==> config.mk <==
export PLATFORM = sky130hd
export DESIGN_NAME = adpcm_2bit_encoder_unit
export DESIGN_NICKNAME = d
export VERILOG_FILES = /design/src/sv/adpcm2_pkg.sv /design/src/sv/adpcm_2bit_encoder_unit.sv /design/src/sv/adpcm2_front.sv /design/src/sv/adpcm2_fifo.sv /design/src/sv/adpcm2_back.sv
export SDC_FILE = /design/constraint.sdc
export NUM_CORES = 1
export LEC_CHECK = 0
export BUFFER_PORTS_ARGS = -buffer_cell sky130_fd_sc_hd__buf_2
export CORE_UTILIZATION = 51
export DETAILED_ROUTE_END_ITERATION = 10
export PLACE_DENSITY = 0.67
export SYNTH_ARGS = -nofsm -noshare
export SYNTH_HDL_FRONTEND = slang
export SYNTH_HIERARCHICAL = 1
export SYNTH_SLANG_ARGS = --single-unit
export TNS_END_PERCENT = 100
==> constraint.sdc <==
create_clock -name clk -period 14.95 [get_ports clk]
set_input_delay 0 -clock clk [delete_from_list [all_inputs] [get_ports clk]]
set_output_delay 0 -clock clk [all_outputs]
set_load 0.05 [all_outputs]
==> src/sv/adpcm2_pkg.sv <==
// Package: shared types, constants and step table for the 2-bit ADPCM encoder.
`timescale 1ns / 1ps
`default_nettype none
package adpcm2_pkg;

  typedef struct packed {
    logic [7:0] sample_ulaw;
    logic       first_sample;
    logic       last_sample;
  } sample_t;

  typedef struct packed {
    logic [7:0] out_byte;
    logic       last_byte;
  } pkt_t;

  // One queued work item: optional header snapshot, optional data byte.
  typedef struct packed {
    logic        hdr;
    logic [15:0] pred;
    logic [6:0]  index;
    logic        emit;
    logic [7:0]  data;
    logic        last;
  } cmd_t;

  localparam int QDEPTH = 4;
  localparam int QPTR_W = 2;
  localparam int QCNT_W = 3;

  localparam logic [6:0] MAX_INDEX = 7'd88;
  localparam logic signed [17:0] PRED_MAX = 18'sd32767;
  localparam logic signed [17:0] PRED_MIN = -18'sd32768;
  localparam logic [15:0] MULAW_BIAS = 16'h0084;

  localparam logic [14:0] STEP_SIZE [0:88] = '{
    15'd7, 15'd8, 15'd9, 15'd10, 15'd11, 15'd12, 15'd13, 15'd14, 15'd16, 15'd17,
    15'd19, 15'd21, 15'd23, 15'd25, 15'd28, 15'd31, 15'd34, 15'd37, 15'd41, 15'd45,
    15'd50, 15'd55, 15'd60, 15'd66, 15'd73, 15'd80, 15'd88, 15'd97, 15'd107, 15'd118,
    15'd130, 15'd143, 15'd157, 15'd173, 15'd190, 15'd209, 15'd230, 15'd253, 15'd279,
    15'd307, 15'd337, 15'd371, 15'd408, 15'd449, 15'd494, 15'd544, 15'd598, 15'd658,
    15'd724, 15'd796, 15'd876, 15'd963, 15'd1060, 15'd1166, 15'd1282, 15'd1411,
    15'd1552, 15'd1707, 15'd1878, 15'd2066, 15'd2272, 15'd2499, 15'd2749, 15'd3024,
    15'd3327, 15'd3660, 15'd4026, 15'd4428, 15'd4871, 15'd5358, 15'd5894, 15'd6484,
    15'd7132, 15'd7845, 15'd8630, 15'd9493, 15'd10442, 15'd11487, 15'd12635,
    15'd13899, 15'd15289, 15'd16818, 15'd18500, 15'd20350, 15'd22385, 15'd24623,
    15'd27086, 15'd29794, 15'd32767
  };

  function automatic logic [14:0] step_lookup(input logic [6:0] idx);
    logic [14:0] s;
    if (idx > MAX_INDEX) begin
      s = STEP_SIZE[88];
    end else begin
      s = STEP_SIZE[idx];
    end
    return s;
  endfunction

endpackage
`default_nettype wire

==> src/sv/adpcm_2bit_encoder_unit.sv <==
// Top level: 2-bit ADPCM encoder for a mu-law sample stream, packed into bytes.
`timescale 1ns / 1ps
`default_nettype none
// Accepts one mu-law sample per cycle and codes it in the same cycle it is
// taken; the predictor, step index and packing state update at that edge.
// Bytes leave at one per cycle when not stalled, through a registered output.
// A sample that completes a byte, or ends a packet, yields one data byte; a
// packet start adds HEADER_BYTES header beats (predictor high, predictor low,
// index, zero padding) ahead of it, so output bandwidth, not the coder, sets
// throughput at packet starts. A four-entry command queue sits between the
// coder and the byte sequencer; sample_stall rises only when it is full.
module adpcm_2bit_encoder_unit #(
  parameter int HEADER_BYTES = 4
) (
  input  wire logic                clk,
  input  wire logic                rst,
  input  wire logic                sample_valid,
  output logic                     sample_stall,
  input  wire adpcm2_pkg::sample_t sample_item,
  output logic                     pkt_valid,
  input  wire logic                pkt_stall,
  output adpcm2_pkg::pkt_t         pkt_item
);
  import adpcm2_pkg::*;

  cmd_t cmd_in;
  cmd_t cmd_out;
  logic push;
  logic pop;
  logic full;
  logic empty;
  logic take;

  assign sample_stall = full;
  assign take         = sample_valid && !full;

  adpcm2_front u_front (
    .clk      (clk),
    .rst      (rst),
    .take     (take),
    .item     (sample_item),
    .cmd      (cmd_in),
    .cmd_push (push)
  );

  adpcm2_fifo u_fifo (
    .clk   (clk),
    .rst   (rst),
    .push  (push),
    .wdata (cmd_in),
    .pop   (pop),
    .rdata (cmd_out),
    .full  (full),
    .empty (empty)
  );

  adpcm2_back #(
    .HEADER_BYTES (HEADER_BYTES)
  ) u_back (
    .clk       (clk),
    .rst       (rst),
    .cmd       (cmd_out),
    .empty     (empty),
    .pop       (pop),
    .pkt_valid (pkt_valid),
    .pkt_stall (pkt_stall),
    .pkt_item  (pkt_item)
  );

endmodule
`default_nettype wire

==> src/sv/adpcm2_front.sv <==
// Front end: mu-law expansion, ADPCM code update and code packing.
`timescale 1ns / 1ps
`default_nettype none
module adpcm2_front (
  input  wire logic               clk,
  input  wire logic               rst,
  input  wire logic               take,
  input  wire adpcm2_pkg::sample_t item,
  output adpcm2_pkg::cmd_t        cmd,
  output logic                    cmd_push
);
  import adpcm2_pkg::*;

  logic signed [15:0] pred;
  logic [6:0]         index;
  logic [1:0]         pos;
  logic [7:0]         partial;

  logic signed [15:0] pred_next;
  logic [6:0]         index_next;
  logic [1:0]         pos_next;
  logic [7:0]         partial_next;

  logic [7:0]         u;
  logic [15:0]        shifted;
  logic [15:0]        mag;
  logic signed [17:0] lin;
  logic signed [17:0] diff;
  logic [17:0]        absd;
  logic               neg;
  logic               ge;
  logic [14:0]        step;
  logic [16:0]        vp;
  logic signed [17:0] sum;
  logic [1:0]         code;
  logic [1:0]         pos_eff;
  logic [7:0]         packed_byte;
  logic [7:0]         idx_up;
  logic               emit;

  always_comb begin
    u       = ~item.sample_ulaw;
    shifted = ({9'd0, u[3:0], 3'd0} + MULAW_BIAS) << u[6:4];
    mag     = shifted - MULAW_BIAS;
    lin     = u[7] ? -$signed({2'b00, mag}) : $signed({2'b00, mag});
    diff    = lin - 18'(pred);
    neg     = diff[17];
    absd    = neg ? 18'(-diff) : 18'(diff);
    step    = step_lookup(index);
    ge      = absd >= {3'd0, step};
    vp      = {3'd0, step[14:1]} + (ge ? {2'd0, step} : 17'd0);
    sum     = neg ? (18'(pred) - $signed({1'b0, vp})) : (18'(pred) + $signed({1'b0, vp}));
    priority if (sum > PRED_MAX) begin
      pred_next = 16'sh7fff;
    end else if (sum < PRED_MIN) begin
      pred_next = 16'sh8000;
    end else begin
      pred_next = sum[15:0];
    end
    code   = {neg, ge};
    idx_up = {1'b0, index} + 8'd8;
    priority if (ge) begin
      index_next = (idx_up > {1'b0, MAX_INDEX}) ? MAX_INDEX : idx_up[6:0];
    end else if (index != 7'd0) begin
      index_next = index - 7'd1;
    end else begin
      index_next = 7'd0;
    end
    pos_eff = item.first_sample ? 2'd0 : pos;
    if (pos_eff == 2'd0) begin
      packed_byte = {code, 6'd0};
    end else begin
      packed_byte = partial | ({6'd0, code} << (3'd6 - {pos_eff, 1'b0}));
    end
    emit = (pos_eff == 2'd3) || item.last_sample;
    if (emit) begin
      pos_next     = 2'd0;
      partial_next = 8'd0;
    end else begin
      pos_next     = pos_eff + 2'd1;
      partial_next = packed_byte;
    end
    cmd.hdr   = item.first_sample;
    cmd.pred  = pred;
    cmd.index = index;
    cmd.emit  = emit;
    cmd.data  = packed_byte;
    cmd.last  = item.last_sample || (pos_eff == 2'd3 && item.last_sample);
    cmd_push  = take && (item.first_sample || emit);
  end

  always_ff @(posedge clk) begin
    if (rst) begin
      pred    <= '0;
      index   <= '0;
      pos     <= '0;
      partial <= '0;
    end else if (take) begin
      pred    <= pred_next;
      index   <= index_next;
      pos     <= pos_next;
      partial <= partial_next;
    end
  end

endmodule
`default_nettype wire

==> src/sv/adpcm2_fifo.sv <==
// Small command queue between the front end and the byte sequencer.
`timescale 1ns / 1ps
`default_nettype none
module adpcm2_fifo (
  input  wire logic             clk,
  input  wire logic             rst,
  input  wire logic             push,
  input  wire adpcm2_pkg::cmd_t wdata,
  input  wire logic             pop,
  output adpcm2_pkg::cmd_t      rdata,
  output logic                  full,
  output logic                  empty
);
  import adpcm2_pkg::*;

  cmd_t              mem [QDEPTH];
  logic [QPTR_W-1:0] wptr;
  logic [QPTR_W-1:0] rptr;
  logic [QCNT_W-1:0] count;

  assign full  = count == QCNT_W'(QDEPTH);
  assign empty = count == '0;
  assign rdata = mem[rptr];

  always_ff @(posedge clk) begin
    if (push) begin
      mem[wptr] <= wdata;
    end
  end

  always_ff @(posedge clk) begin
    if (rst) begin
      wptr  <= '0;
      rptr  <= '0;
      count <= '0;
    end else begin
      if (push) begin
        wptr <= wptr + QPTR_W'(1);
      end
      if (pop) begin
        rptr <= rptr + QPTR_W'(1);
      end
      unique case ({push, pop})
        2'b10:   count <= count + QCNT_W'(1);
        2'b01:   count <= count - QCNT_W'(1);
        default: count <= count;
      endcase
    end
  end

endmodule
`default_nettype wire

==> src/sv/adpcm2_back.sv <==
// Back end: walks each queued command through header and data beats.
`timescale 1ns / 1ps
`default_nettype none
module adpcm2_back #(
  parameter int HEADER_BYTES = 4
) (
  input  wire logic             clk,
  input  wire logic             rst,
  input  wire adpcm2_pkg::cmd_t cmd,
  input  wire logic             empty,
  output logic                  pop,
  output logic                  pkt_valid,
  input  wire logic             pkt_stall,
  output adpcm2_pkg::pkt_t      pkt_item
);
  import adpcm2_pkg::*;

  localparam int CNT_W = $clog2(HEADER_BYTES + 1);

  logic [CNT_W-1:0] cnt;
  logic [CNT_W-1:0] cnt_next;
  logic             advance;
  logic             load;
  logic             data_phase;
  logic             hdr_end;
  logic             done;
  pkt_t             beat;

  always_comb begin
    advance    = !pkt_valid || !pkt_stall;
    load       = advance && !empty;
    data_phase = !cmd.hdr || (cnt == CNT_W'(HEADER_BYTES));
    hdr_end    = cmd.hdr && (cnt == CNT_W'(HEADER_BYTES - 1)) && !cmd.emit;
    done       = data_phase || hdr_end;
    pop        = load && done;
    cnt_next   = done ? '0 : cnt + CNT_W'(1);
    if (data_phase) begin
      beat.out_byte  = cmd.data;
      beat.last_byte = cmd.last;
    end else begin
      beat.last_byte = 1'b0;
      priority if (cnt == CNT_W'(0)) begin
        beat.out_byte = cmd.pred[15:8];
      end else if (cnt == CNT_W'(1)) begin
        beat.out_byte = cmd.pred[7:0];
      end else if (cnt == CNT_W'(2)) begin
        beat.out_byte = {1'b0, cmd.index};
      end else begin
        beat.out_byte = 8'd0;
      end
    end
  end

  always_ff @(posedge clk) begin
    if (rst) begin
      pkt_valid <= 1'b0;
      cnt       <= '0;
    end else if (load) begin
      pkt_valid <= 1'b1;
      cnt       <= cnt_next;
    end else if (advance) begin
      pkt_valid <= 1'b0;
    end
  end

  always_ff @(posedge clk) begin
    if (load) begin
      pkt_item <= beat;
    end
  end

endmodule
`default_nettype wire
# Yosys cells after proc, flatten, opt, wreduce, memory -nomap -nowiden
# Memory sizes are Yosys's and may differ from the RTL's. A register that Yosys moved wholly into a read port is not among the register bits.
# Cells that the tools add are included.
[op_classes]
div_mod_pow = 0
bitwise = 3
n_eq_ne = 8
shift = 2
mux = 28
order_cmp = 6
multipliers = 0
n_reduce_logical = 25
n_addsub = 17
[ops]
columns = ["op", "n"]
rows = [
  ["15-bit 2-to-1 mux", 4],
  ["18-bit 2-to-1 mux", 3],
  ["16-bit 2-to-1 mux", 2],
  ["8-bit 2-to-1 mux", 4],
  ["7-bit 2-to-1 mux", 4],
  ["16-bit by 18-bit adder with 18-bit output", 1],
  ["18-bit by 15-bit >= comparator with 1-bit output", 1],
  ["18-bit by 16-bit greater-than comparator with 1-bit output, second input constant", 1],
  ["18-bit by 16-bit less-than comparator with 1-bit output, second input constant", 1],
  ["16-bit negator with 18-bit output", 1],
  ["18-bit negator", 1],
  ["16-bit by 18-bit subtractor with 18-bit output", 1],
  ["18-bit by 16-bit subtractor with 18-bit output", 1],
  ["14-bit by 17-bit adder with 17-bit output", 1],
  ["16-bit by 3-bit << shifter with 16-bit output", 1],
  ["16-bit by 8-bit subtractor with 16-bit output, second input constant", 1],
  ["7-bit by 8-bit adder with 9-bit output, second input constant", 1],
  ["9-bit 2-to-1 mux", 1],
  ["7-bit by 4-bit adder with 8-bit output, second input constant", 1],
  ["8-bit >= comparator, second input constant", 1],
  ["8-bit by 7-bit greater-than comparator with 1-bit output, second input constant", 1],
  ["2-bit 2-to-1 mux", 4],
  ["7-bit NOT with 8-bit output", 1],
  ["8-bit NOT", 1],
  ["23 further kinds", 50],
]
[word_totals]
mem_bits_ro = 1920
ram_bits = 136
memories = 2
ff_bits = 53
latch_bits = 0
wordCells = 102
[mem_list]
columns = ["memory", "words", "width", "read_ports", "rd_ports_with_merged_regs", "wr", "line_no", "source"]
rows = [
  ["(no name shown)", 128, 15, 1, 0, 0, "adpcm2_pkg.sv:55", "s = STEP_SIZE[idx];"],
  ["u_fifo.mem", 4, 34, 1, 1, 1, "adpcm2_fifo.sv:16", "cmd_t mem [QDEPTH];"],
]

# Logic depth before layout (Yosys ltp)
# Gate-level depths: netlist (run 1).
[depth]
ltp_word = 17
mapped_depth = 59
mapped_depth_nobuf = 55

# Hierarchy
# Netlist (run 1), hierarchy kept.
[modules_own_cells]
columns = ["mod", "area_each_um2", "cells_each", "seq_area_each_um2", "n_inst"]
rows = [
  ["adpcm2_front", 7637.3, 1097, 660.6, 1],
  ["adpcm2_fifo", 5388.9, 225, 4264.1, 1],
  ["adpcm2_back", 765.7, 75, 350.3, 1],
  ["adpcm_2bit_encoder_unit", 13.8, 1, 0.0, 1],
]

# Worst setup path after synthesis (run 1)
# Ideal clock, no wire load.
[synth_timing]
kind = "input to register"
startpoint = "input sample_item[6] (netlist bit)"
endpoint = "register u_front.pred[10]"
n_path_buf = 7
setup_ns = 0.148
required_time_ns = 14.802
arrival_ns = 11.840
path_slack_ns = 2.962
stages = 54
path_cell_list = "buf_2 clkbuf_1 nand2_1 nand3_1 ha_1 inv_1 o21ai_1 xnor2_1 o41ai_4 xnor2_1 ha_1 clkbuf_1 o21ai_0 nor2_1 o32ai_1 nor3_1 o22ai_1 xnor2_1 (+18 left out) a211oi_1 o22ai_1 a211o_1 nor2_1 nor2_1 xnor2_1 ha_1 a21oi_1 o21ai_0 and3_1 a2111oi_0 o21bai_1 a21oi_1 xnor2_1 xnor2_4 a21oi_2 buf_6 a221oi_2"
[synth_between]
elab_chain_cells = 16
word_cells_on_any_way = 18
cone_classes = "add/sub: 7; order compare: 3; shift: 1; mux: 6; bitwise: 1"
[synth_lines]
columns = ["item", "line_no", "source"]
rows = [
  ["start, declared", "adpcm_2bit_encoder_unit.sv:19", "input wire adpcm2_pkg::sample_t sample_item,"],
  ["8-bit NOT (*)", "adpcm2_front.sv:42", "u = ~item.sample_ulaw;"],
  ["16-bit by 3-bit << shifter with 16-bit output (*)", "adpcm2_front.sv:43", "shifted = ({9'd0, u[3:0], 3'd0} + MULAW_BIAS) << u[6:4];"],
  ["16-bit by 8-bit subtractor with 16-bit output (*)", "adpcm2_front.sv:44", "mag = shifted - MULAW_BIAS;"],
  ["16-bit negator with 18-bit output", "adpcm2_front.sv:45", "lin = u[7] ? -$signed({2'b00, mag}) : $signed({2'b00, mag});"],
  ["18-bit 2-to-1 mux (*)", "adpcm2_front.sv:45", ""],
  ["18-bit by 16-bit subtractor with 18-bit output (*)", "adpcm2_front.sv:46", "diff = lin - 18'(pred);"],
  ["18-bit negator", "adpcm2_front.sv:48", "absd = neg ? 18'(-diff) : 18'(diff);"],
  ["18-bit 2-to-1 mux", "adpcm2_front.sv:48", ""],
  ["18-bit by 15-bit >= comparator with 1-bit output", "adpcm2_front.sv:50", "ge = absd >= {3'd0, step};"],
  ["15-bit 2-to-1 mux", "adpcm2_front.sv:51", "vp = {3'd0, step[14:1]} + (ge ? {2'd0, step} : 17'd0);"],
  ["14-bit by 17-bit adder with 17-bit output", "adpcm2_front.sv:51", ""],
  ["16-bit by 18-bit adder with 18-bit output / 16-bit by 18-bit subtractor with 18-bit output (equally long branches)", "adpcm2_front.sv:52", "sum = neg ? (18'(pred) - $signed({1'b0, vp})) : (18'(pred) + $signed({1'b0, vp}));"],
  ["18-bit 2-to-1 mux (*)", "adpcm2_front.sv:52", ""],
  ["18-bit by 16-bit less-than comparator with 1-bit output", "adpcm2_front.sv:55", "end else if (sum < PRED_MIN) begin"],
  ["16-bit 2-to-1 mux", "adpcm2_front.sv:55", ""],
  ["16-bit 2-to-1 mux (*)", "adpcm2_front.sv:53", "priority if (sum > PRED_MAX) begin"],
  ["end signal, assigned", "adpcm2_front.sv:99", "pred <= pred_next;"],
  ["end, declared", "adpcm2_front.sv:14", "logic signed [15:0] pred;"],
]
# Every way passes the cells marked *; elsewhere a longest branch is shown, timed or not.
# A chain may end at the register's enable or synchronous reset.

# Worst setup path in the final report (run 1)
[layout_timing]
startpoint = "input sample_item[7] (netlist bit)"
endpoint = "register u_front.pred[4]"
# The elaborated chain is that of the path after synthesis.

==> metrics list, run 1 <==
* Design Area, Final: ~15,000 um^2
- Termination of the worst setup path: u_front/pred[4]$_SDFFE_PP0P_
* Total global-route track usage: 24.2%
* Area growth syn-to-layout: 6.42%
* # IOs: 25
- STA classifies the critical path endpoint as a flop.
* Number of violations reported at the end of detailed-routing iteration 0: between 1,000 and 1,500
* Clock tree from TritonCTS: done
- Post-cts gate resize count: 0
- For the worst flop-to-flop path, the logic depth is 40.
* Stages on worst setup path: between 40 and 50
- DIE HEIGHT: 167 um
* Buffers & Inverters on Critical Path: 2
* Clock slew seen by the registers of the worst setup and hold paths: roughly 70 ps
* Drt via density: between 6 and 7
* Via Count: approximately 11,000
* Number of enable-type register cells in the synthesized netlist: ~150
- The net count of the finished layout is 1,504.
* Max Fanout on Critical Path: 21
- Initial core utilization: between 50% and 60%
- DP Wirelength: ~24,000 um
- Ant diodes: 0
- Remaining routing DRC violations: 3
- Port buffering added 24 buffers.
* Crit start category: input pin
- Flip-flop cell with the highest count after synthesis: edfxtp_1
* Synthesized-area fraction occupied by and/or/nand/nor cells: between 10% and 20%
- Critical Path Source: sample_item[7]
- The number of pins with negative max-slew slack in the final report was 0.
- The layout has 2,282 filler cells.
- FP Rows: a little under 60
* H-tree Lvls: 4
* Final total negative setup slack: 0 ps
- In the final layout, flip-flops and latches occupy roughly 5300 um^2.
- Counting every instance in the synthesized netlist gives around 1,400.
* Area fraction in compound gates after synthesis: between 20% and 30%
- The endpoint identified for the worst register-to-register timing path is u_front/pred[4]$_SDFFE_PP0P_.
- Time the final worst path needs with I/O delays and setup: ~14,000 ps
- Post-synth cell types: just over 90
* First-pass GRT wire length: roughly 54,000 um
- For the pin with the worst max-slew slack, the measured transition is approximately 1100 ps.
* Area share of fa/ha/maj cells after synthesis: about a tenth
- For this run, the slowest stage of the critical path takes around 960 ps.
* Num Clock Sinks: 191
- Number of register bits inferred by synthesis: between 150 and 200
- Setup violations remaining at the end of the flow were counted as 0.
* Crit Path Class: input pin to flop
- Total standard cell area after synthesis: roughly 14,000 um^2
- Area used by multi-input combinational logic: 7850 um^2
- The number of hold-slack violations in the final timing report came to 0.
* Placed cell areas: between 10,000 and 15,000 um^2
* Max-cap violation count: 0
- Std-Cell Core Area: about 26,000 um^2
- DR WL/cell: between 15 and 20 um
* Sequential share of the synthesized area: 38.2%
- The final layout contains routed wiring with a total length of 33,100 um.
- In this run the mean area of a mapped cell was 9.88 um^2.
- On the critical path, the stage with the largest delay is an instance of a2111oi_0.
- Headroom to the max-slew limit came out at a little under a quarter.
- No sink is reached through more buffers than the 2 on the longest clock path.
- Entering global routing, the biggest net connects 74 pins.
* Main combinational cell family by area after synthesis: compound AO/OA/AOI/OAI gates
- In this run the clock root is driven by a clkbuf_16.
- The final reports fail on design-rule violations.
- Mux cell area share after synthesis: 6.65%
- Total of warnings raised by yosys: 6
- Share of layout cells above drive strength 1: 10.1%
* Run status: finished, violations left
* Fraction of synthesized cell area in xor and xnor cells: under 10%
* DRT antenna net count: 0
- Setup slack of the worst register-to-register path: 2520 ps
- Gp weighted congestion: around 0.93
- The number of nets handed over by synthesis was between 1,500 and 2,000.
* Required arrival time at the worst endpoint: around 15,000 ps
- Clock latency on the worst-skew pair: 420 ps
- On the critical path the largest part of the delay comes from compound AO/OA/AOI/OAI gates.
- Based on the critical path, the design can be clocked at up to 73.8 MHz.
- Number of antenna violations at the first check in global routing: 0
* Critical Path AT: 13,790 ps
- The first detailed-routing pass ran for 9 iterations.
* RSZ-0062 raised after global routing: no
- Number of cells after detailed placement: about 1,700
- Startpoint of the worst register-to-register path: u_front/pred[6]$_SDFFE_PP0P_
* Clock Skew: 12.8 ps
* Total congestion overflow after global routing: 0
- Die W: approximately 170 um
* Proportion of synthesized flip-flops having asynchronous set or reset: 0%
- Vias in the first global route: ~10,000
* Layout Cells excl Fill: 1,733
* Die Outline Area: between 20,000 and 30,000 um^2
* Worst hold path type: input pin to flop
* Tcrit/Tclk final: between 90% and 100%
- Worst hold slack after final layout: around 24 ps
* Num CTS Buffers: 17
## final cells by class
class | instances | area share, %
Clock buffer | 23 | 3.33
Clock inverter | 9 | 0.511
Inverter | 85 | 2.17
Multi-Input combinational cell | 1048 | 53.4
Sequential cell | 191 | 35.9
Tap cell | 335 | 2.85
Timing Repair Buffer | 42 | 1.79
## cell usage in the layout (no fill, tap or decap), types with 24 or more instances in the layout
cell type / n
nand3_1: 26
nor2_1: 118
dfxtp_1: 44
xor2_1: 25
buf_2: 24
mux4_2: 31
edfxtp_1: 145
a21oi_1: 120
xnor2_1: 56
o21ai_0: 113
nand2_1: 79
ha_1: 102
inv_1: 82
## registers in the layout, summed over array words and instances, names as in the netlist, named ones only
name	cells
u_front/index	7
u_fifo/wptr	2
u_back/pkt_valid	1
u_fifo/mem	136
u_back/pkt_item	9
u_back/cnt	3
u_front/pred	16
u_fifo/rptr	2
u_front/partial	8
u_front/pos	2
u_fifo/count	3
## repair_timing
| item | in CTS | in global routing |
|---|---|---|
| setup endpoints to repair | 0 | 0 |
| hold buffers | 3 | 0 |
| endpoints found under the hold margin | 11 | 0 |
| buffers inserted | 0 | 0 |
## layer usage
layer / track usage (%) / vias to the layer above / routed length [um]
met4: 7.65 / 0 / 723
met3: 2.64 / 50 / 1390
met1: 31.8 / 5195 / 14700
met2: 41.7 / 320 / 16300
met5: 0 / - / 0
li1: - / 5220 / -
## worst register-to-register path, delay by kind of cell, from the launching register on
kind | cells | cell delay (ps)
fa+ha+maj | 4 | 1390
compound gates | 21 | 6060
buf+inv | 1 | 150
flops | 1 | 410
xor+xnor | 5 | 1560
simple gates | 9 | 2680
## cell families after synthesis
logic type / Yosys count
DFF: 191
buffers and inverters: 159
xor gates and xnor gates: 85
muxes: 46
adders and majority gates: 105
and+or+nand+nor: 371
AOI/OAI and AO/OA: 441
## Yosys cell counts, drive strengths merged, types with 15 or more instances
cell	number	share of area (%)
o21ai	115	4.2
nand3	26	0.94
edfxtp	145	32
inv	83	2.3
xnor2	58	3.8
buf	29	1.5
nand2	79	2.1
and2	18	0.83
or3	15	0.68
a21oi	121	4.4
nand2b	18	0.82
a221oi	25	2.1
a21o	23	1.3
mux4	35	5.8
ha	102	9.2
dfxtp	46	6.7
xor2	26	1.7
clkbuf	45	1.2
nor3	23	0.87
nor2	118	3.2
nor2b	15	0.75
a211oi	21	1.2
a31oi	17	0.77
## worst min-delay path by stage
stage	startpoint	to	slack (ps)	cells after the start
finish	sample_valid	u_front/index[5]$_SDFFE_PP0P_	20	4
global route	sample_valid	u_front/pos[1]$_SDFFE_PP0P_	30	4
detailed placement	pkt_stall	u_back/pkt_valid$_SDFFE_PP0P_	270	3
global placement	pkt_stall	u_back/pkt_valid$_SDFFE_PP0P_	270	3
CTS	sample_valid	u_front/index[5]$_SDFFE_PP0P_	8	4
floorplan	rst	u_back/pkt_valid$_SDFFE_PP0P_	70	1
## stage by stage
stage	setup slack (ps)	utilization, %
detailed placement	1130	53.6
global placement	1550	53.6
CTS	1560	55.9
global route	187	55.9
floorplan	2960	-
finish	1400	55.9
Power of run 1 is left out: the tool's default activity adds up to more than one toggle a clock period on the data nets, which glitch-free logic cannot reach.
==> run 2: changes to the inputs <==
--- a/config.mk
+++ b/config.mk
@@ -6,6 +6,7 @@
 export NUM_CORES = 1
 export LEC_CHECK = 0
 export BUFFER_PORTS_ARGS = -buffer_cell sky130_fd_sc_hd__buf_2
+export CORE_ASPECT_RATIO = 0.5
 export CORE_UTILIZATION = 51
 export DETAILED_ROUTE_END_ITERATION = 10
 export PLACE_DENSITY = 0.67
==> run 2 against run 1 <==
The run now ends clean; flip-flop and latch count stayed put; critical path type unchanged; utilization is 0.33 points lower; sequential share of layout area is 0.14 points lower; count of clock-buffer cells in the layout is 5 lower.
==> metrics list, run 2 (synthesis results as in run 1) <==
* Placed cell areas: 14,100 um^2 (+0.20%)
* Final design utilization: 55.6% (-0.33 points)
- Normalized max-slew margin: 28.4% (+5.9 points)
* Cells on Worst Hold Path: 2 (-2)
* Post-CTS repair timing setup buffer count: 0 (unchanged)
- From synthesis to final layout, the design area changed by 6.83%.
* Std-Cell Core Area: 26,500 um^2 (+0.98%)
- First-pass GRT wire length: 54,300 um (+1.5%)
- The clock skew is 8.00 ps (-4.81 ps).
- The total placed cells including tap cells is 1,716 (+1.1%).
- Worst hold path startpoint: rst
- Length of the first detailed-routing pass in iterations: 5 (-4)
- Worst hold path type: input pin to flop
* Total global-route track usage: 24.6% (+0.43 points)
- CP endpoint kind: flop
- For hold timing, the worst endpoint is u_fifo/count[0]$_SDFFE_PP0P_.
* Number of violations reported at the end of detailed-routing iteration 0: 1,122 (-18%)
* Remaining routing DRC violations: 0 (-3)
- Run status: finished clean
- Crit Path Class: input pin to flop
- Library cell used as clock root buffer: clkbuf_16
- DRT antenna net count: 0 (unchanged)
- Final Max Slew Viols: 0 (unchanged)
- Crit Reg-Reg Endpoint: u_front/pred[4]$_SDFFE_PP0P_
* Count of nets after finishing: 1,506 (+0.13%)
- The number of hold-slack violations in the final timing report is 0 (unchanged).
- The arrival time reported for the critical path endpoint is 13,920 ps (+130 ps).
- The peak fanout along the critical path came to 21 (unchanged).
- Port bufs: 24 (unchanged)
* Setup slack of the worst register-to-register path: 2350 ps (-170 ps)
* Tcrit/Tclk final: 91.5% (+0.81 points)
- Final total negative setup slack: 0 ps (unchanged)
* FP Rows: 42 (-29%)
- The number of flip-flops under the largest register name was 136 (unchanged).
* # IOs: 25 (unchanged)
* Max-cap violation count: 0 (unchanged)
- Most common cell after layout, fill and taps aside: edfxtp_1
- Critical path's slowest cell: nor4_1
- The number of cells on the worst reg-to-reg path is 40 (unchanged).
* Number of filler instances in the final layout: 2,231 (-2.2%)
- Largest registers ranked by flip-flop count: u_fifo/mem (136), u_front/pred (16), u_back/pkt_item (9)
- Startpoint of the worst register-to-register path: u_front/pred[6]$_SDFFE_PP0P_
* Total routed wirelength: 34,200 um (+3.4%)
- The width of the die was 235 um (+41%).
* Leading cell types in the layout, fill and taps excluded: edfxtp_1 (145), a21oi_1 (120), nor2_1 (118)
- RSZ-0062 raised after global routing: no
* Clock latency on the worst-skew pair: 430 ps (about the same)
* Number of buffers on the longest clock path: 2 (unchanged)
- The maximum frequency from static timing analysis was 73.1 MHz (-0.89%).
- Required arrival time at the worst endpoint: 15,200 ps (about the same)
- Ant diodes: 0 (unchanged)
- Largest net degree at the start of global routing: 69 (-6.8%)
- Final Setup Violations: 0 (unchanged)
* Time the final worst path needs with I/O delays and setup: 13,670 ps (+122 ps)
- Layout Cells excl Fill: 1,752 (+1.1%)
* Die Outline Area: 27,800 um^2 (+0.14%)
- The largest incremental delay on the critical path was 800 ps (-160 ps).
- The total grt overflow came to 0 (unchanged).
- The transition at the pin with the smallest max-transition slack came to 1070 ps (-63.9 ps).
- The routability-driven placement congestion ratio was 0.891 (-4.4%).
- Clock tree from TritonCTS: done
- The height of the die is 118 um (-29%).
- The number of antenna violations at the first check in global routing came to 0 (unchanged).
* Initial core utilization: 52.0% (-0.51 points)
- Drt via density: 6.32 (+1.6%)
- The proportion of layout cells with a drive suffix above 1 was 10.3% (+0.20 points).
- Buffers & Inverters on Critical Path: 2 (unchanged)
- Vias in the first global route: 10,300 (-0.97%)
- Via Count: 11,100 (+2.7%)
* Num Clock Sinks: 191 (unchanged)
- Num CTS Buffers: 17 (unchanged)
* DP Wirelength: 24,800 um (+4.7%)
* Register name with the most flops: u_fifo/mem
- STA classifies the critical path startpoint as an input pin.
* DR WL/cell: 19.5 um (+2.3%)
- The depth of the CTS H-tree was 4 (unchanged).
- Design Area, Final: 14,700 um^2 (+0.39%)
- Kind of cell with the highest combined delay on the critical path: compound AO/OA/AOI/OAI gates
* Clock slew seen by the registers of the worst setup and hold paths: 70 ps (about the same)
[run 2: how the worst max path moves through the flow]
stage,startpoint,endpoint,slack [ps],cells past startpoint
after floorplan,sample_item[6],u_front/pred[10]$_SDFFE_PP0P_,2960,54
after global placement,sample_item[7],u_front/pred[4]$_SDFFE_PP0P_,1610,48
after detailed placement,sample_item[7],u_front/pred[4]$_SDFFE_PP0P_,840,48
after CTS,sample_item[7],u_front/pred[4]$_SDFFE_PP0P_,1300,48
after global routing,sample_item[7],u_front/pred[4]$_SDFFE_PP0P_,230,48
final,sample_item[7],u_front/pred[4]$_SDFFE_PP0P_,1280,49
[run 2: repair_timing]
item	4_1_cts	5_1_grt
setup endpoints to repair	0	1
hold endpoints to repair	13	0
gates resized for setup	0	1
hold buffers	4	0
[run 2: routing by layer]
metal,up-vias,GRT usage (%),share of wire (%)
met3,30,2.94,6.0
met2,362,38.9,45
li1,5237,-,-
met1,5449,36.2,48
met5,-,0,0
met4,0,5.39,1.0
[run 2: area by class of cell]
class | instances | area (um^2) | area share, %
Tap cell | 352 | 440 | 2.99
Inverter | 85 | 319 | 2.16
Multi-Input combinational cell | 1048 | 7850 | 53.2
Timing Repair Buffer | 44 | 280 | 1.90
Sequential cell | 191 | 5280 | 35.8
Clock inverter | 14 | 143 | 0.967
Clock buffer | 18 | 439 | 2.98
[run 2: stage by stage]
| stage | worst slack [ps] | hold WS (ps) |
|---|---|---|
| floorplan | 2960 | 69.1 |
| CTS | 1300 | 214 |
| global route | 233 | 260 |
| detailed placement | 840 | 270 |
| global placement | 1610 | 265 |
| finish | 1280 | 227 |
Power of run 2 is left out for the same reason.
==> run 3: changes to the inputs <==
--- a/config.mk
+++ b/config.mk
@@ -9,6 +9,7 @@
 export CORE_ASPECT_RATIO = 0.5
 export CORE_UTILIZATION = 51
 export DETAILED_ROUTE_END_ITERATION = 10
+export MAX_ROUTING_LAYER = met4
 export PLACE_DENSITY = 0.67
 export SYNTH_ARGS = -nofsm -noshare
 export SYNTH_HDL_FRONTEND = slang
==> run 3 against run 2 <==
The run now ends with design-rule violations left; critical path type unchanged; die area unchanged; via count down 1.1%; hold slack worse by 190 ps; global-route usage up 1.4 points; flip-flop and latch count unchanged; critical path depth down 1; utilization down 0.14 points.
==> metrics list, run 3 (synthesis results as in run 1) <==
- Run status: finished, violations left
- The final reports fail on design-rule violations.
- The number of buffers inserted by hold repair at cts was 3 (-1).
* Post-CTS repair timing setup buffer count: 0 (unchanged)
* Area growth syn-to-layout: 6.57%
- The global router's overall resource usage is 26.0% (+1.4 points).
* Register name with the most flops: u_fifo/mem
- The number of buffers inserted by port buffering was 24 (unchanged).
* Cell count of the worst reg-to-reg path: 40 (unchanged)
- The per-cell via count in the routed design is 6.25 (-1.1%).
- The summed area of non-filler cells in the final layout was 14,700 um^2 (-0.25%).
* Termination of the worst setup path: u_front/pred[3]$_SDFFE_PP0P_
* Critical path's largest stage delay: 990 ps (+190 ps)
* Count of nets after finishing: 1,505 (-0.066%)
- CP endpoint kind: flop
- The total setup violations reported at the end of the flow was 0 (unchanged).
- The maximum clock insertion buffer count is 2 (unchanged).
* Number of filler instances in the final layout: 2,283 (+2.3%)
- The number of gates resized after CTS is 0 (unchanged).
- The accumulated negative setup slack came to 0 ps (unchanged).
- The proportion of layout cells with a drive suffix above 1 was 10.1% (-0.21 points).
- Tcrit/Tclk final: 91.9% (+0.43 points)
* Library cell used as clock root buffer: clkbuf_16
- Leaving out fill and tap cells, the most frequent cells in the layout are edfxtp_1 (145), a21oi_1 (120), nor2_1 (118).
- The wire length of the first global-routing pass is 55,100 um (+1.4%).
- Length of the first detailed-routing pass in iterations: 9 (+4)
- The number of clock sinks came to 191 (unchanged).
- Required arrival time at the worst endpoint: 15,200 ps (about the same)
- The HPWL reported at the end of detailed placement came to 25,100 um (+1.3%).
- Total routed wirelength: 34,900 um (+1.8%)
- The area taken by multi-input logic gates is 7850 um^2 (about the same).
- The height of the die was 118 um (unchanged).
- The peak fanout along the critical path is 21 (unchanged).
- In this run the critical register-to-register path is captured at u_front/pred[3]$_SDFFE_PP0P_.
* Critical Path AT: 13,990 ps (+70 ps)
- The most critical setup path has its startpoint at sample_item[7].
- The remaining max-slew budget at the tightest pin came to 18.9% (-9.5 points).
- Final Max Slew Viols: 0 (unchanged)
- Sequential standard cell area: 5280 um^2 (unchanged)
* FP Rows: 42 (unchanged)
* Clock tree from TritonCTS: done
- Least-Margin Pin Slew: 1190 ps (+117 ps)
- The number of flip-flops under the largest register name came to 136 (unchanged).
- Most common cell after layout, fill and taps aside: edfxtp_1
* Vias in the first global route: 10,300 (+0.14%)
* RSZ-0062 raised after global routing: no
- The startpoint identified for the worst hold timing path is sample_valid.
* Max frequency: 72.8 MHz (-0.47%)
- Gp weighted congestion: 0.911 (+2.3%)
- The number of placed I/O pins was 25 (unchanged).
* Time the final worst path needs with I/O delays and setup: 13,740 ps (+64.9 ps)
- The width of the die is 235 um (unchanged).
- The slowest stage of the critical path belongs to the cell a2111oi_0.
* Via Count: 11,000 (-1.1%)
- The post-CTS clock slew at the launch and capture registers of the worst setup and hold paths is 70 ps (about the same).
- Num CTS Buffers: 17 (unchanged)
- Final hold violation count: 0 (unchanged)
* DR WL/cell: 19.9 um (+1.8%)
* Number of violations reported at the end of detailed-routing iteration 0: 983 (-12%)
- The largest registers in the layout are u_fifo/mem (136), u_front/pred (16), u_back/pkt_item (9).
- H-tree Lvls: 4 (unchanged)
- Placed cell areas: 14,100 um^2 (unchanged)
- Remaining routing DRC violations: 2 (+2)
* DRT antenna net count: 0 (unchanged)
* Final design utilization: 55.4% (-0.14 points)
* Number of antenna violations at the first check in global routing: 0 (unchanged)
* Largest net degree at the start of global routing: 73 (+5.8%)
- The number of max-cap violations was 0 (unchanged).
* Total congestion overflow after global routing: 0 (unchanged)
- The latest clock arrival within the worst-skew pair was 430 ps (about the same).
* Initial core utilization: 52.0% (unchanged)
- Clock Skew: 5.79 ps (-2.20 ps)
- Die Outline Area: 27,800 um^2 (unchanged)
* Crit start category: input pin
* Std-Cell Core Area: 26,500 um^2 (unchanged)
- The min-delay analysis places its worst path in the category input pin to flop.
* Crit Path Class: input pin to flop
- Setup slack of the worst register-to-register path: 2190 ps (-160 ps)
* Startpoint of the worst register-to-register path: u_front/pred[6]$_SDFFE_PP0P_
## run 3: changes by cell type in the layout (fill, tap and decap cells not counted), moves of 2 or more
| cell | change |
|---|---|
| clkinv_2 | +3 |
| clkbuf_1 | +4 |
| inv_6 | -7 |
| inv_8 | -2 |
## run 3: per-layer routing
layer	track usage, %	wire (um)
met5	-	0
met4	5.55	465
met3	4.51	2330
met2	39.7	15700
met1	36.3	16400
## run 3: worst min path at each step
stage                                    endpoint  cells after the start  slack [ps]
floorplan           u_back/pkt_valid$_SDFFE_PP0P_                      1          70
global placement    u_back/pkt_valid$_SDFFE_PP0P_                      3         260
detailed placement  u_back/pkt_valid$_SDFFE_PP0P_                      3         270
CTS                 u_front/index[5]$_SDFFE_PP0P_                      4           5
global route        u_front/index[5]$_SDFFE_PP0P_                      4          30
finish              u_front/index[5]$_SDFFE_PP0P_                      4          40
## run 3: final cells by class
type                       instances  share of cell area [%]
multi-input combinational       1048                    53.3
sequential                       191                    35.9
clock buffer                      23                    3.18
tap                              352                    2.99
inverter                          85                    2.17
timing repair buffer              43                    1.84
clock inverter                     9                   0.587
antenna                            1                  0.0170
## run 3: per-stage QoR
stage | hold WS, ps | instances | worst slack (ps)
after floorplan | 69.1 | 1398 | 2960
after global placement | 263 | 1716 | 1610
after detailed placement | 273 | 1716 | 1060
after CTS | 4.85 | 1751 | 1480
after global routing | 29.9 | 1751 | 97.9
final | 35.4 | 1752 | 1210
## run 3: critical path: cells and delay by family
| family | cells | cell delay [ps] |
|---|---|---|
| adders and majority gates | 5 | 1480 |
| buffers and inverters | 2 | 310 |
| AOI/OAI and AO/OA | 26 | 7740 |
| and+or+nand+nor | 8 | 2550 |
| xor gates and xnor gates | 7 | 1860 |
Power of run 3 is left out for the same reason.
